==> src/sst_pkg.sv <==
package sst_pkg;

    localparam int POSITION_BITS_DEF = 32;
    localparam int LENGTH_BITS_DEF   = 16;
    localparam int KEYWORD_CHARS_DEF = 8;
    localparam int MAX_TOKENS        = 3;

    typedef enum logic [4:0] {
        M_IDLE, M_IDENT, M_INT, M_NUMDOT, M_FRAC, M_STRING, M_SLASH, M_LINE,
        M_BLOCK, M_BLOCKSTAR, M_BANG, M_EQ, M_LT, M_GT, M_AMP, M_PIPE, M_DONE
    } t_mode;

    localparam logic [5:0] K_EOF    = 6'd0;
    localparam logic [5:0] K_ERR    = 6'd1;
    localparam logic [5:0] K_IDENT  = 6'd2;
    localparam logic [5:0] K_INT    = 6'd3;
    localparam logic [5:0] K_FLOAT  = 6'd4;
    localparam logic [5:0] K_BYTE   = 6'd5;
    localparam logic [5:0] K_STRING = 6'd6;
    localparam logic [5:0] K_DOT    = 6'd16;
    localparam logic [5:0] K_SLASH  = 6'd19;
    localparam logic [5:0] K_NONE   = 6'd0;

    localparam logic [2:0] E_NONE    = 3'd0;
    localparam logic [2:0] E_COMMENT = 3'd1;
    localparam logic [2:0] E_CHAR    = 3'd2;
    localparam logic [2:0] E_DOT     = 3'd3;
    localparam logic [2:0] E_STRING  = 3'd4;

    // One token of a step's output, at full internal widths.
    typedef struct packed {
        logic [5:0]  kind;
        logic [63:0] start;
        logic [31:0] length;
        logic [2:0]  err;
    } t_token;

    // Up to three tokens caused by one byte.
    typedef struct packed {
        logic [1:0] count;
        t_token     tok0;
        t_token     tok1;
        t_token     tok2;
    } t_burst;

    function automatic logic alpha_char(input logic [7:0] b);
        return (b >= "a" && b <= "z") || (b >= "A" && b <= "Z") || b == "_";
    endfunction

    function automatic logic numeral_char(input logic [7:0] b);
        return b >= "0" && b <= "9";
    endfunction

    function automatic logic [5:0] single_kind(input logic [7:0] b);
        case (b)
            "(": return 6'd7;   ")": return 6'd8;   "[": return 6'd9;
            "]": return 6'd10;  "{": return 6'd11;  "}": return 6'd12;
            ":": return 6'd13;  ";": return 6'd14;  ",": return 6'd15;
            ".": return 6'd16;  "-": return 6'd17;  "+": return 6'd18;
            "*": return 6'd20;  "~": return 6'd21;  "^": return 6'd22;
            "%": return 6'd23;
            default: return K_NONE;
        endcase
    endfunction

    function automatic logic [5:0] held_single(input t_mode m);
        case (m)
            M_BANG:  return 6'd25;
            M_EQ:    return 6'd27;
            M_LT:    return 6'd30;
            M_GT:    return 6'd33;
            M_AMP:   return 6'd35;
            default: return 6'd37;
        endcase
    endfunction

    function automatic logic [5:0] held_pair(input t_mode m, input logic [7:0] b);
        case (m)
            M_BANG:  return (b == "=") ? 6'd24 : K_NONE;
            M_EQ:    return (b == "=") ? 6'd26 : K_NONE;
            M_LT:    return (b == "=") ? 6'd28 : ((b == "<") ? 6'd29 : K_NONE);
            M_GT:    return (b == "=") ? 6'd31 : ((b == ">") ? 6'd32 : K_NONE);
            M_AMP:   return (b == "&") ? 6'd34 : K_NONE;
            default: return (b == "|") ? 6'd36 : K_NONE;
        endcase
    endfunction

    // Keyword match on the first eight letters and the word length.
    function automatic logic [5:0] word_kind(input logic [63:0] w, input logic [31:0] len);
        logic [63:0] t;
        t = {w[7:0], w[15:8], w[23:16], w[31:24], w[39:32], w[47:40], w[55:48], w[63:56]};
        case (1'b1)
            len == 5 && t[63:24] == "break":    return 6'd38;
            len == 8 && t == "continue":        return 6'd39;
            len == 4 && t[63:32] == "else":     return 6'd40;
            len == 5 && t[63:24] == "false":    return 6'd41;
            len == 3 && t[63:40] == "for":      return 6'd42;
            len == 8 && t == "function":        return 6'd43;
            len == 2 && t[63:48] == "if":       return 6'd44;
            len == 4 && t[63:32] == "null":     return 6'd45;
            len == 6 && t[63:16] == "return":   return 6'd46;
            len == 4 && t[63:32] == "true":     return 6'd47;
            len == 3 && t[63:40] == "var":      return 6'd48;
            len == 5 && t[63:24] == "while":    return 6'd49;
            default:                            return K_IDENT;
        endcase
    endfunction

endpackage

==> src/sst_if.sv <==
interface sst_in_if;
    logic       valid;
    logic       ready;
    logic [7:0] source_byte;
    logic       end_of_input;
    modport source (output valid, source_byte, end_of_input, input ready);
    modport sink (input valid, source_byte, end_of_input, output ready);
endinterface

interface sst_out_if #(
    parameter int POSITION_BITS = 32,
    parameter int LENGTH_BITS   = 16
);
    logic                     valid;
    logic                     ready;
    logic [5:0]               token_kind;
    logic [POSITION_BITS-1:0] start_position;
    logic [LENGTH_BITS-1:0]   token_length;
    logic [2:0]               error_code;
    logic                     last_of_run;
    modport source (output valid, token_kind, start_position, token_length, error_code,
                    last_of_run, input ready);
    modport sink (input valid, token_kind, start_position, token_length, error_code,
                  last_of_run, output ready);
endinterface

==> src/sst_scan.sv <==
module sst_scan
    import sst_pkg::*;
#(
    parameter int POSITION_BITS = POSITION_BITS_DEF,
    parameter int LENGTH_BITS   = LENGTH_BITS_DEF,
    parameter int KEYWORD_CHARS = KEYWORD_CHARS_DEF
) (
    input  logic       i_clk,
    input  logic       i_rst_n,
    input  logic       i_step,
    input  logic [7:0] i_byte,
    input  logic       i_end,
    output t_burst     o_burst
);
    localparam logic [63:0] POS_MAX = 64'hFFFF_FFFF_FFFF_FFFF >> (64 - POSITION_BITS);
    localparam logic [31:0] LEN_MAX = 32'hFFFF_FFFF >> (32 - LENGTH_BITS);
    localparam int KW_IDX = $clog2(KEYWORD_CHARS);

    t_mode                    r_mode, n_mode;
    logic [POSITION_BITS-1:0] r_pos, n_pos;
    logic [POSITION_BITS-1:0] r_begin, n_begin;
    logic [LENGTH_BITS-1:0]   r_len, n_len;
    logic [7:0]               r_word [KEYWORD_CHARS];
    logic [7:0]               n_word [KEYWORD_CHARS];
    logic [7:0]               r_prev, n_prev;

    logic [63:0] pos64, begin64, pos_inc, word_lo;
    logic [31:0] len32, len_inc;
    logic        in_end, fresh;

    always_comb begin
        pos64   = 64'(r_pos);
        begin64 = 64'(r_begin);
        len32   = 32'(r_len);
        pos_inc = (pos64 < POS_MAX) ? pos64 + 64'd1 : pos64;
        len_inc = (len32 < LEN_MAX) ? len32 + 32'd1 : len32;
        in_end  = i_end || i_byte == 8'd0;
        for (int i = 0; i < 8; i++) begin
            word_lo[i*8 +: 8] = r_word[i];
        end
    end

    // Compute the tokens and next state for one byte.
    always_comb begin
        t_token tk [3];
        logic [1:0] cnt;
        logic [5:0] k;
        n_mode  = r_mode;
        n_pos   = r_pos;
        n_begin = r_begin;
        n_len   = r_len;
        n_prev  = r_prev;
        n_word  = r_word;
        cnt     = 2'd0;
        fresh   = 1'b0;
        for (int i = 0; i < 3; i++) begin
            tk[i] = '0;
        end
        k = held_pair(r_mode, i_byte);
        if (r_mode == M_DONE) begin
            tk[0] = '{K_EOF, pos64, 32'd0, E_NONE};
            cnt = 2'd1;
        end else if (in_end) begin
            case (r_mode)
                M_IDENT: begin
                    tk[0] = '{word_kind(word_lo, len32), begin64, len32, E_NONE}; cnt = 2'd1;
                end
                M_INT: begin tk[0] = '{K_INT, begin64, len32, E_NONE}; cnt = 2'd1; end
                M_FRAC: begin tk[0] = '{K_FLOAT, begin64, len32, E_NONE}; cnt = 2'd1; end
                M_NUMDOT: begin
                    tk[0] = '{K_ERR, pos64 - 64'd1, 32'd0, E_DOT};
                    tk[1] = '{K_DOT, pos64 - 64'd1, 32'd1, E_NONE};
                    cnt = 2'd2;
                end
                M_STRING: begin tk[0] = '{K_ERR, pos64, 32'd0, E_STRING}; cnt = 2'd1; end
                M_SLASH: begin tk[0] = '{K_SLASH, begin64, 32'd1, E_NONE}; cnt = 2'd1; end
                M_BLOCK, M_BLOCKSTAR: begin
                    tk[0] = '{K_ERR, pos64, 32'd0, E_COMMENT}; cnt = 2'd1;
                end
                M_IDLE, M_LINE: cnt = 2'd0;
                default: begin
                    tk[0] = '{held_single(r_mode), begin64, 32'd1, E_NONE}; cnt = 2'd1;
                end
            endcase
            tk[cnt] = '{K_EOF, pos64, 32'd0, E_NONE};
            cnt = cnt + 2'd1;
            n_mode = M_DONE;
        end else begin
            // Extend the current token, or fall through to a fresh scan.
            case (r_mode)
                M_IDLE: fresh = 1'b1;
                M_IDENT: begin
                    if (alpha_char(i_byte) || numeral_char(i_byte)) begin
                        if (len32 < KEYWORD_CHARS) n_word[r_len[KW_IDX-1:0]] = i_byte;
                        n_len = LENGTH_BITS'(len_inc);
                        n_pos = POSITION_BITS'(pos_inc); n_prev = i_byte;
                    end else begin
                        tk[0] = '{word_kind(word_lo, len32), begin64, len32, E_NONE};
                        cnt = 2'd1; fresh = 1'b1;
                    end
                end
                M_INT, M_FRAC: begin
                    if (numeral_char(i_byte) || (i_byte == "." && r_mode == M_INT)) begin
                        n_len = LENGTH_BITS'(len_inc);
                        n_pos = POSITION_BITS'(pos_inc); n_prev = i_byte;
                        if (i_byte == ".") n_mode = M_NUMDOT;
                    end else if (i_byte == "b") begin
                        n_len = LENGTH_BITS'(len_inc);
                        n_pos = POSITION_BITS'(pos_inc); n_prev = i_byte;
                        tk[0] = '{K_BYTE, begin64, len_inc, E_NONE};
                        cnt = 2'd1; n_mode = M_IDLE;
                    end else begin
                        tk[0] = '{(r_mode == M_INT) ? K_INT : K_FLOAT, begin64, len32, E_NONE};
                        cnt = 2'd1; fresh = 1'b1;
                    end
                end
                M_NUMDOT: begin
                    if (numeral_char(i_byte)) begin
                        n_len = LENGTH_BITS'(len_inc);
                        n_pos = POSITION_BITS'(pos_inc); n_prev = i_byte; n_mode = M_FRAC;
                    end else begin
                        tk[0] = '{K_ERR, pos64 - 64'd1, 32'd0, E_DOT};
                        tk[1] = '{K_DOT, pos64 - 64'd1, 32'd1, E_NONE};
                        cnt = 2'd2; fresh = 1'b1;
                    end
                end
                M_STRING: begin
                    if (i_byte == "\"" && r_prev != "\\") begin
                        n_len = LENGTH_BITS'(len_inc);
                        n_pos = POSITION_BITS'(pos_inc); n_prev = i_byte;
                        tk[0] = '{K_STRING, begin64, len_inc, E_NONE};
                        cnt = 2'd1; n_mode = M_IDLE;
                    end else if (i_byte == 8'h0A) begin
                        tk[0] = '{K_ERR, pos64, 32'd0, E_STRING};
                        cnt = 2'd1; fresh = 1'b1;
                    end else begin
                        n_len = LENGTH_BITS'(len_inc);
                        n_pos = POSITION_BITS'(pos_inc); n_prev = i_byte;
                    end
                end
                M_SLASH: begin
                    if (i_byte == "/" || i_byte == "*") begin
                        n_pos = POSITION_BITS'(pos_inc); n_prev = i_byte;
                        n_mode = (i_byte == "/") ? M_LINE : M_BLOCK;
                    end else begin
                        tk[0] = '{K_SLASH, begin64, 32'd1, E_NONE};
                        cnt = 2'd1; fresh = 1'b1;
                    end
                end
                M_LINE: begin
                    n_pos = POSITION_BITS'(pos_inc); n_prev = i_byte;
                    if (i_byte == 8'h0A) n_mode = M_IDLE;
                end
                M_BLOCK, M_BLOCKSTAR: begin
                    n_pos = POSITION_BITS'(pos_inc); n_prev = i_byte;
                    if (r_mode == M_BLOCKSTAR && i_byte == "/") n_mode = M_IDLE;
                    else n_mode = (i_byte == "*") ? M_BLOCKSTAR : M_BLOCK;
                end
                default: begin
                    if (k != K_NONE) begin
                        n_pos = POSITION_BITS'(pos_inc); n_prev = i_byte;
                        tk[0] = '{k, begin64, 32'd2, E_NONE};
                        cnt = 2'd1; n_mode = M_IDLE;
                    end else begin
                        tk[0] = '{held_single(r_mode), begin64, 32'd1, E_NONE};
                        cnt = 2'd1; fresh = 1'b1;
                    end
                end
            endcase
            // Start a new token with this byte.
            if (fresh) begin
                n_pos   = POSITION_BITS'(pos_inc);
                n_prev  = i_byte;
                n_mode  = M_IDLE;
                n_begin = r_pos;
                n_len   = LENGTH_BITS'(1);
                if (alpha_char(i_byte)) begin
                    for (int i = 0; i < KEYWORD_CHARS; i++) n_word[i] = 8'd0;
                    n_word[0] = i_byte;
                    n_mode = M_IDENT;
                end else if (numeral_char(i_byte)) begin
                    n_mode = M_INT;
                end else begin
                    case (i_byte)
                        " ", 8'h09, 8'h0D, 8'h0A: n_mode = M_IDLE;
                        "\"": n_mode = M_STRING;
                        "/": n_mode = M_SLASH;
                        "!": n_mode = M_BANG;
                        "=": n_mode = M_EQ;
                        "<": n_mode = M_LT;
                        ">": n_mode = M_GT;
                        "&": n_mode = M_AMP;
                        "|": n_mode = M_PIPE;
                        default: begin
                            if (single_kind(i_byte) != K_NONE)
                                tk[cnt] = '{single_kind(i_byte), pos64, 32'd1, E_NONE};
                            else
                                tk[cnt] = '{K_ERR, pos_inc, 32'd0, E_CHAR};
                            cnt = cnt + 2'd1;
                        end
                    endcase
                end
            end
        end
        o_burst = '{cnt, tk[0], tk[1], tk[2]};
    end

    // Hold scan state; advance on each accepted byte.
    always_ff @(posedge i_clk) begin
        if (!i_rst_n) begin
            r_mode  <= M_IDLE;
            r_pos   <= '0;
            r_begin <= '0;
            r_len   <= '0;
            r_prev  <= '0;
            for (int i = 0; i < KEYWORD_CHARS; i++) r_word[i] <= '0;
        end else if (i_step) begin
            r_mode  <= n_mode;
            r_pos   <= n_pos;
            r_begin <= n_begin;
            r_len   <= n_len;
            r_prev  <= n_prev;
            r_word  <= n_word;
        end
    end

`ifndef NO_ASSERTIONS
    a_done_sticky: assert property (@(posedge i_clk) disable iff (!i_rst_n)
        r_mode == M_DONE |=> r_mode == M_DONE) else $error("left done");
    a_done_eof: assert property (@(posedge i_clk) disable iff (!i_rst_n)
        r_mode == M_DONE |-> o_burst.count == 2'd1 && o_burst.tok0.kind == K_EOF)
        else $error("done without eof");
    a_end_emits: assert property (@(posedge i_clk) disable iff (!i_rst_n)
        in_end |-> o_burst.count != 2'd0) else $error("end with no token");
    a_pos_mono: assert property (@(posedge i_clk) disable iff (!i_rst_n)
        i_step |=> r_pos >= $past(r_pos)) else $error("position went back");
`endif
endmodule

==> src/sst_out_queue.sv <==
module sst_out_queue
    import sst_pkg::*;
#(
    parameter int POSITION_BITS = POSITION_BITS_DEF,
    parameter int LENGTH_BITS   = LENGTH_BITS_DEF
) (
    input  logic   i_clk,
    input  logic   i_rst_n,
    input  logic   i_push,
    input  t_burst i_burst,
    output logic   o_space,
    sst_out_if.source o_tok
);
    // Two burst slots: one draining, one accepted behind it.
    t_burst     r_slot [2];
    logic [1:0] r_valid, n_valid;
    logic       r_head;
    logic [1:0] r_idx;
    t_token     cur;
    logic       pop, slot_done, tail;

    assign tail    = ~r_head;
    assign o_space = ~r_valid[tail] || (~r_valid[r_head]);

    always_comb begin
        case (r_idx)
            2'd0: cur = r_slot[r_head].tok0;
            2'd1: cur = r_slot[r_head].tok1;
            default: cur = r_slot[r_head].tok2;
        endcase
    end

    assign pop       = o_tok.valid && o_tok.ready;
    assign slot_done = pop && (r_idx + 2'd1 == r_slot[r_head].count);

    assign o_tok.valid          = r_valid[r_head];
    assign o_tok.token_kind     = cur.kind;
    assign o_tok.start_position = POSITION_BITS'(cur.start);
    assign o_tok.token_length   = LENGTH_BITS'(cur.length);
    assign o_tok.error_code     = cur.err;
    assign o_tok.last_of_run    = (r_idx + 2'd1 == r_slot[r_head].count);

    // Drop the drained slot and mark the slot that takes a new burst.
    always_comb begin
        n_valid = r_valid;
        if (slot_done) n_valid[r_head] = 1'b0;
        if (i_push && i_burst.count != 2'd0) begin
            if (!r_valid[r_head] && !slot_done) n_valid[r_head] = 1'b1;
            else n_valid[tail] = 1'b1;
        end
    end

    // Store bursts and walk tokens out of the head slot.
    always_ff @(posedge i_clk) begin
        if (!i_rst_n) begin
            r_valid <= '0;
            r_head  <= 1'b0;
            r_idx   <= '0;
        end else begin
            r_valid <= n_valid;
            if (slot_done) begin
                r_head <= ~r_head;
                r_idx  <= '0;
            end else if (pop) begin
                r_idx <= r_idx + 2'd1;
            end
        end
    end

    always_ff @(posedge i_clk) begin
        if (i_push) begin
            if (!r_valid[r_head] && !slot_done) r_slot[r_head] <= i_burst;
            else r_slot[tail] <= i_burst;
        end
    end

`ifndef NO_ASSERTIONS
    a_idx_range: assert property (@(posedge i_clk) disable iff (!i_rst_n)
        r_valid[r_head] |-> r_idx < r_slot[r_head].count) else $error("index past burst");
    a_no_overrun: assert property (@(posedge i_clk) disable iff (!i_rst_n)
        i_push && i_burst.count != 2'd0 |-> o_space) else $error("queue overrun");
    a_order: assert property (@(posedge i_clk) disable iff (!i_rst_n)
        !r_valid[r_head] |-> !r_valid[tail]) else $error("tail without head");
`endif
endmodule

==> src/script_source_tokenizer.sv <==
// Streaming tokenizer: one source byte is accepted per cycle when the output
// side keeps up, and each byte yields zero to three tokens (the last of them
// flagged with last_of_run). Tokens leave one per cycle, while the receiver is
// ready, from a two-slot burst queue; the input stalls only while both queue
// slots are in use. A zero byte or end_of_input closes the stream with an eof
// token; every later item yields eof again until reset. Error tokens carry a
// length of zero.
module script_source_tokenizer
    import sst_pkg::*;
#(
    parameter int POSITION_BITS = POSITION_BITS_DEF,
    parameter int LENGTH_BITS   = LENGTH_BITS_DEF,
    parameter int KEYWORD_CHARS = KEYWORD_CHARS_DEF
) (
    input  logic i_clk,
    input  logic i_rst_n,
    sst_in_if.sink    i_src,
    sst_out_if.source o_tok
);
    t_burst burst;
    logic   space, step;

    assign i_src.ready = space;
    assign step = i_src.valid && i_src.ready;

    sst_scan #(
        .POSITION_BITS(POSITION_BITS),
        .LENGTH_BITS  (LENGTH_BITS),
        .KEYWORD_CHARS(KEYWORD_CHARS)
    ) u_scan (
        .i_clk  (i_clk),
        .i_rst_n(i_rst_n),
        .i_step (step),
        .i_byte (i_src.source_byte),
        .i_end  (i_src.end_of_input),
        .o_burst(burst)
    );

    sst_out_queue #(
        .POSITION_BITS(POSITION_BITS),
        .LENGTH_BITS  (LENGTH_BITS)
    ) u_queue (
        .i_clk  (i_clk),
        .i_rst_n(i_rst_n),
        .i_push (step),
        .i_burst(burst),
        .o_space(space),
        .o_tok  (o_tok)
    );
endmodule
==> src/flat_wrapper.sv <==
// flat-port wrapper written by rule: the top's interface ports become plain ports
module script_source_tokenizer_flat import sst_pkg::*;
#(
    parameter int POSITION_BITS = POSITION_BITS_DEF,
    parameter int LENGTH_BITS   = LENGTH_BITS_DEF,
    parameter int KEYWORD_CHARS = KEYWORD_CHARS_DEF
)
  (i_clk, i_rst_n, i_src_valid, i_src_source_byte, i_src_end_of_input, i_src_ready, o_tok_valid, o_tok_token_kind, o_tok_start_position, o_tok_token_length, o_tok_error_code, o_tok_last_of_run, o_tok_ready);
  sst_in_if i_src_i ();
  sst_out_if #(.POSITION_BITS(POSITION_BITS), .LENGTH_BITS(LENGTH_BITS)) o_tok_i ();
  input  logic i_clk;
  input  logic i_rst_n;
  input wire logic [$bits(i_src_i.valid)-1:0] i_src_valid;
  input wire logic [$bits(i_src_i.source_byte)-1:0] i_src_source_byte;
  input wire logic [$bits(i_src_i.end_of_input)-1:0] i_src_end_of_input;
  output wire logic [$bits(i_src_i.ready)-1:0] i_src_ready;
  output wire logic [$bits(o_tok_i.valid)-1:0] o_tok_valid;
  output wire logic [$bits(o_tok_i.token_kind)-1:0] o_tok_token_kind;
  output wire logic [$bits(o_tok_i.start_position)-1:0] o_tok_start_position;
  output wire logic [$bits(o_tok_i.token_length)-1:0] o_tok_token_length;
  output wire logic [$bits(o_tok_i.error_code)-1:0] o_tok_error_code;
  output wire logic [$bits(o_tok_i.last_of_run)-1:0] o_tok_last_of_run;
  input wire logic [$bits(o_tok_i.ready)-1:0] o_tok_ready;
  assign i_src_i.valid = i_src_valid;
  assign i_src_i.source_byte = i_src_source_byte;
  assign i_src_i.end_of_input = i_src_end_of_input;
  assign i_src_ready = i_src_i.ready;
  assign o_tok_valid = o_tok_i.valid;
  assign o_tok_token_kind = o_tok_i.token_kind;
  assign o_tok_start_position = o_tok_i.start_position;
  assign o_tok_token_length = o_tok_i.token_length;
  assign o_tok_error_code = o_tok_i.error_code;
  assign o_tok_last_of_run = o_tok_i.last_of_run;
  assign o_tok_i.ready = o_tok_ready;
  script_source_tokenizer #(.POSITION_BITS(POSITION_BITS), .LENGTH_BITS(LENGTH_BITS), .KEYWORD_CHARS(KEYWORD_CHARS)) u_core (.i_clk(i_clk), .i_rst_n(i_rst_n), .i_src(i_src_i), .o_tok(o_tok_i));
endmodule
==> config.mk <==
export PLATFORM = sky130hd
export DESIGN_NAME = script_source_tokenizer_flat
export DESIGN_NICKNAME = d
export VERILOG_FILES = /design/src/sst_pkg.sv /design/src/sst_if.sv /design/src/sst_scan.sv /design/src/sst_out_queue.sv /design/src/script_source_tokenizer.sv /design/src/flat_wrapper.sv
export SDC_FILE = /design/constraint.sdc
export NUM_CORES = 1
export LEC_CHECK = 0
export ABC_AREA = 1
export BUFFER_PORTS_ARGS = -buffer_cell sky130_fd_sc_hd__clkbuf_2
export CORE_MARGIN = 5
export CORE_UTILIZATION = 45
export CTS_CLUSTER_DIAMETER = 120
export DETAILED_ROUTE_END_ITERATION = 8
export REMOVE_ABC_BUFFERS = 1
export SLEW_MARGIN = 40
export SYNTH_ARGS = -nofsm -noshare
export SYNTH_HDL_FRONTEND = slang
export SYNTH_HIERARCHICAL = 1
export SYNTH_SLANG_ARGS = --single-unit
==> constraint.sdc <==
create_clock -name i_clk -period 18.35 [get_ports i_clk]
set_clock_uncertainty 0.05 [all_clocks]
set_input_delay 1.835 -clock i_clk [delete_from_list [all_inputs] [get_ports i_clk]]
set_output_delay 1.835 -clock i_clk [all_outputs]
set_load 0.005 [all_outputs]
Yosys cells after proc, flatten, opt, wreduce, memory -nomap -nowiden
Memory sizes are Yosys's and may differ from the RTL's. A register that Yosys moved wholly into a read port is not among the register bits. Index checks and enable logic that the tools add are counted.

Bitwise gates (word level): 13. Eq/ne operators: 79. Add/sub/neg operators: 6. Reduce and logical (&&, ||, !) cells: 60. $lt $le $gt $ge: 19. Multiplexer cells: 179.

Operators by type and width (count): $mux 315 (6); $mux 105 (14); $bwmux 315 (3); $pmux 105 s8 (1); $pmux 105 s6 (1); $demux 105 s2 (2); $mux 64 (5); $mux 317 (1); $reduce_or 317->1 (1); $mux 102 (3); $mux 32 (9); $pmux 32 s7 (1); $mux 210 (1); $pmux 105 s2 (1); $mux 104 (2); $mux 205 (1); $mux 6 (29); $eq 8x6->1 const B (18); $eq 64x63->1 const B (2); $eq 40x39->1 const B (3); $mux 16 (7); $mux 100 (1); $eq 32x31->1 const B (3); $mux 8 (10); 82 further kinds (231).

Output and inout port bits: 60. Memories kept: 1. Memory bits (writable): 634. Word-level logic and storage cells: 373. Bits in registers: 162.

Memory list: u_core.u_queue.r_slot (depth 2, width 317, rd ports 1, clocked after memory_dff 1, write ports 1, line sst_out_queue.sv:15) `t_burst r_slot [2];`.

Longest topological paths before layout
Word-level depth: 29. Depth in mapped cells: 24. Mapped depth without buffers: 21.

Modules after synthesis
Netlist, hierarchy kept.

Modules (own cells, without submodules): sst_scan (instances 1, sequential area each 3143.0 um2, cells each 3482, area an instance 18818.0 um2); sst_out_queue (instances 1, sequential area each 10510.1 um2, cells each 865, area an instance 13339.0 um2); script_source_tokenizer (instances 1, sequential area each 0.0 um2, cells each 2, area an instance 7.5 um2).

Worst setup path before layout
Ideal clock, no wire load.

Path type: input-to-reg. From: input i_src_valid. To: memory u_core/u_queue/r_slot[0][0] (netlist bit) (enable). Setup time: 0.709 ns. Path buffers: 0. Path slack: 8.357 ns. Data arrival time: 9.234 ns. Cell stages on the path: 4. Path through: nand2_1 -> inv_1 -> inv_1 -> nor2_1.

Word-level cells in the longest chain between the ends: 5. Elaborated cells between the ends (all ways): 8. Classes of those cells: mux (6); reduce/logical (2).

Ends and longest elaborated chain: start: declaration (line flat_wrapper.sv:13) `input wire logic [$bits(i_src_i.valid)-1:0] i_src_valid;`; $logic_and 1x1->1 (*) (line script_source_tokenizer.sv:24) `assign step = i_src.valid && i_src.ready;`; via u_core.step (line script_source_tokenizer.sv:21) `logic space, step;`; $mux 1 (line sst_out_queue.sv:71) `if (i_push) begin`; $mux 1 (implied by the code) (line sst_out_queue.sv:73) `else r_slot[tail] <= i_burst;`; $reduce_or 317->1 (no line); $mux 1 (no line); end: declaration (line sst_out_queue.sv:15).

Mark *: on every way through the listed nets, which the timed path passes. The rest lies on a longest branch.

==> impl_metrics.env <==
export IMPL_antenna_left=0
export IMPL_p_per_area_nw_per_um2=102
export IMPL_dieWidth_um=273
export IMPL_wl_um=109000
export IMPL_clock_latency_ns=0.65
export IMPL_track_usage_pct=28.4
export IMPL_hpwl_um=71800
export IMPL_grt_pass1_vias=26926
export IMPL_syn_area_um2=31000
export IMPL_max_stage_delay_ns=0.67
export IMPL_slew_violations=0
export IMPL_root_buffer="clkbuf_16"
export IMPL_port_buffers=72
export IMPL_avgSynthCellArea_um2=7.40
export IMPL_grt_pass1_wl_um=167000
export IMPL_start_kind="input port"
export IMPL_cts_buffers=56
export IMPL_hold_ws_ns=0.393
export IMPL_drt_pass1_iter_count=6
export IMPL_cts_clk_slew_worst_paths_ns=0.06
export IMPL_hold_path_class="flop to flop"
export IMPL_yosys_warnings=6
export IMPL_max_freq_mhz=149
export IMPL_rows=96
export IMPL_place_gp_congestion=1.01
export IMPL_path_delay_family="simple AND/OR/NAND/NOR gates"
export IMPL_ios=73
export IMPL_viasPerCell=5.89
export IMPL_cp_required_ns=18.67
export IMPL_worst_pin_slew_ns=0.878
export IMPL_path_class="input port to flop"
export IMPL_syn_inst=4192
export IMPL_syn2layout_area_growth_pct=8.75
export IMPL_routedWlPerCell_um=21.6
export IMPL_final_cell_mix="nand2_1, nor2_1, o21ai_0"
export IMPL_drv_cap=0
export IMPL_outcome="completed"
export IMPL_dr_total_vias=29670
export IMPL_cp_end_kind="flop"
export IMPL_power_leakage_uw=0.0132
export IMPL_cp_slowest_cell="nand4_2"
export IMPL_initial_core_util_pct=45.3
export IMPL_ctsResizeCount=0
export IMPL_worst_path_most_repeated_cell="nand2_1"
export IMPL_path_max_fanout=32
export IMPL_grt_overflow_total=0
export IMPL_drive_above_1_share_pct=7.37
export IMPL_slew_limit_headroom_pct=41.4
export IMPL_antenna_found_initial=1
export IMPL_grt_max_degree=86
export IMPL_drc=0
export IMPL_nNetsFinal=4127
export IMPL_hold_viol_final=0
export IMPL_dieArea_um2=74300
export IMPL_cts_buffer_depth=3
export IMPL_drtIter0Drc=3528
export IMPL_htree_num_levels=2
export IMPL_finalCriticalPeriod_ns=6.69
export IMPL_cts_tree="yes"
export IMPL_setup_viol=0
export IMPL_peakVddDrop_uv=85.9
export IMPL_rsz0062_at_grt="no"
export IMPL_die_height_um=273
export IMPL_design_core_area_um2=68500
export IMPL_numClockSinks=509
export IMPL_fin_crit_sh_pct=36.5
export IMPL_layout_commonest_cell="nand2_1"
export IMPL_post_cts_buffers=0
export IMPL_crit_arrival_ns=7.01
export IMPL_path_cells="clkbuf_2 -> inv_2 -> nand2_1 -> nor2_1 -> nand2_1 -> nand3_2 -> nand2_1 -> inv_1 -> nand3_1 -> buf_4 -> nor2_1 -> ha_1 -> inv_1 -> nor2_4 -> nand4_2 -> buf_4 -> nand2_1 -> nand3_1 -> nand2_1 -> o21ai_0"
export IMPL_postCtsHoldBufs=0
export IMPL_fin_tns_setup_ns=0
export IMPL_crit_buf_inv=6
[metrics by stage]
stage	power (µW)	setup WS, ns	std cells	cell area [µm²]	util (%)
final	3430	11.66	5034	33700	49.3
after global routing	3580	11.42	5033	33700	49.3
after CTS	3440	11.84	5032	33700	49.2
after detailed placement	2180	11.15	4926	31600	46.2
after global placement	2180	11.25	4923	31500	46.1
after floorplan	1890	7.85	3922	29700	-
[layer usage]
metal | part of all wire (%) | vias to the layer above | track usage, % | wire length [µm]
met5 | 0.012 | - | 0 | 13
met4 | 2.4 | 2 | 6.40 | 2600
met3 | 10 | 181 | 6.23 | 11200
met2 | 43 | 1513 | 42.7 | 46400
met1 | 45 | 13947 | 42.1 | 48800
li1 | - | 14027 | - | -
[cell type report]
class | instances | area (µm²)
inverter | 384 | 1450
sequential | 509 | 13700
timing repair buffer | 123 | 810
fill | 6836 | 34700
antenna | 1 | 2.50
clock buffer | 69 | 1560
tap | 882 | 1100
multi-input combinational | 3029 | 14600
clock inverter | 37 | 522
[worst reg2reg max path: stages (launching register included)]
cell	delay (ns)
dfxtp_1	0.52
inv_2	0.18
nand3_2	0.13
clkinv_2	0.60
nor2_1	0.38
nand3_1	0.58
inv_1	0.66
nand2_2	0.33
nand2_4	0.39
inv_2	0.39
nand2_1	0.69
buf_4	0.52
o21ai_0	0.17
a21oi_1	0.17
[power by group]
group          switching [µW]  internal [µW]  total (µW)
Sequential               56.9           1370        1420
Clock                     508            752        1260
Combinational             539            209         749
[sequential cells by signal (all words and copies together) (netlist names), named ones only]
register                cells
u_core/u_scan/r_begin      32
u_core/u_scan/r_prev        8
u_core/u_scan/r_pos        32
u_core/u_scan/r_len        16
u_core/u_scan/r_mode        5
u_core/u_queue/r_idx        2
u_core/u_queue/r_head       1
u_core/u_queue/r_slot     346
u_core/u_queue/r_valid      2
u_core/u_scan/r_word       64
[worst paths after layout]
| check | start | slack [ns] | endpoint | depth (start not counted) |
|---|---|---|---|---|
| max | i_src_source_byte[4] | 11.66 | u_core/u_queue/r_slot[1][256] | 20 |
| max reg2reg | u_core/u_scan/r_mode[4] | 12.48 | u_core/u_scan/r_begin[21] | 13 |
| min | u_core/u_scan/r_word[63] | 0.39 | u_core/u_scan/r_word[63] | 2 |
| min reg2reg | u_core/u_scan/r_word[63] | 0.39 | u_core/u_scan/r_word[63] | 2 |
No activity file was read; power rests on OpenSTA's default activity.
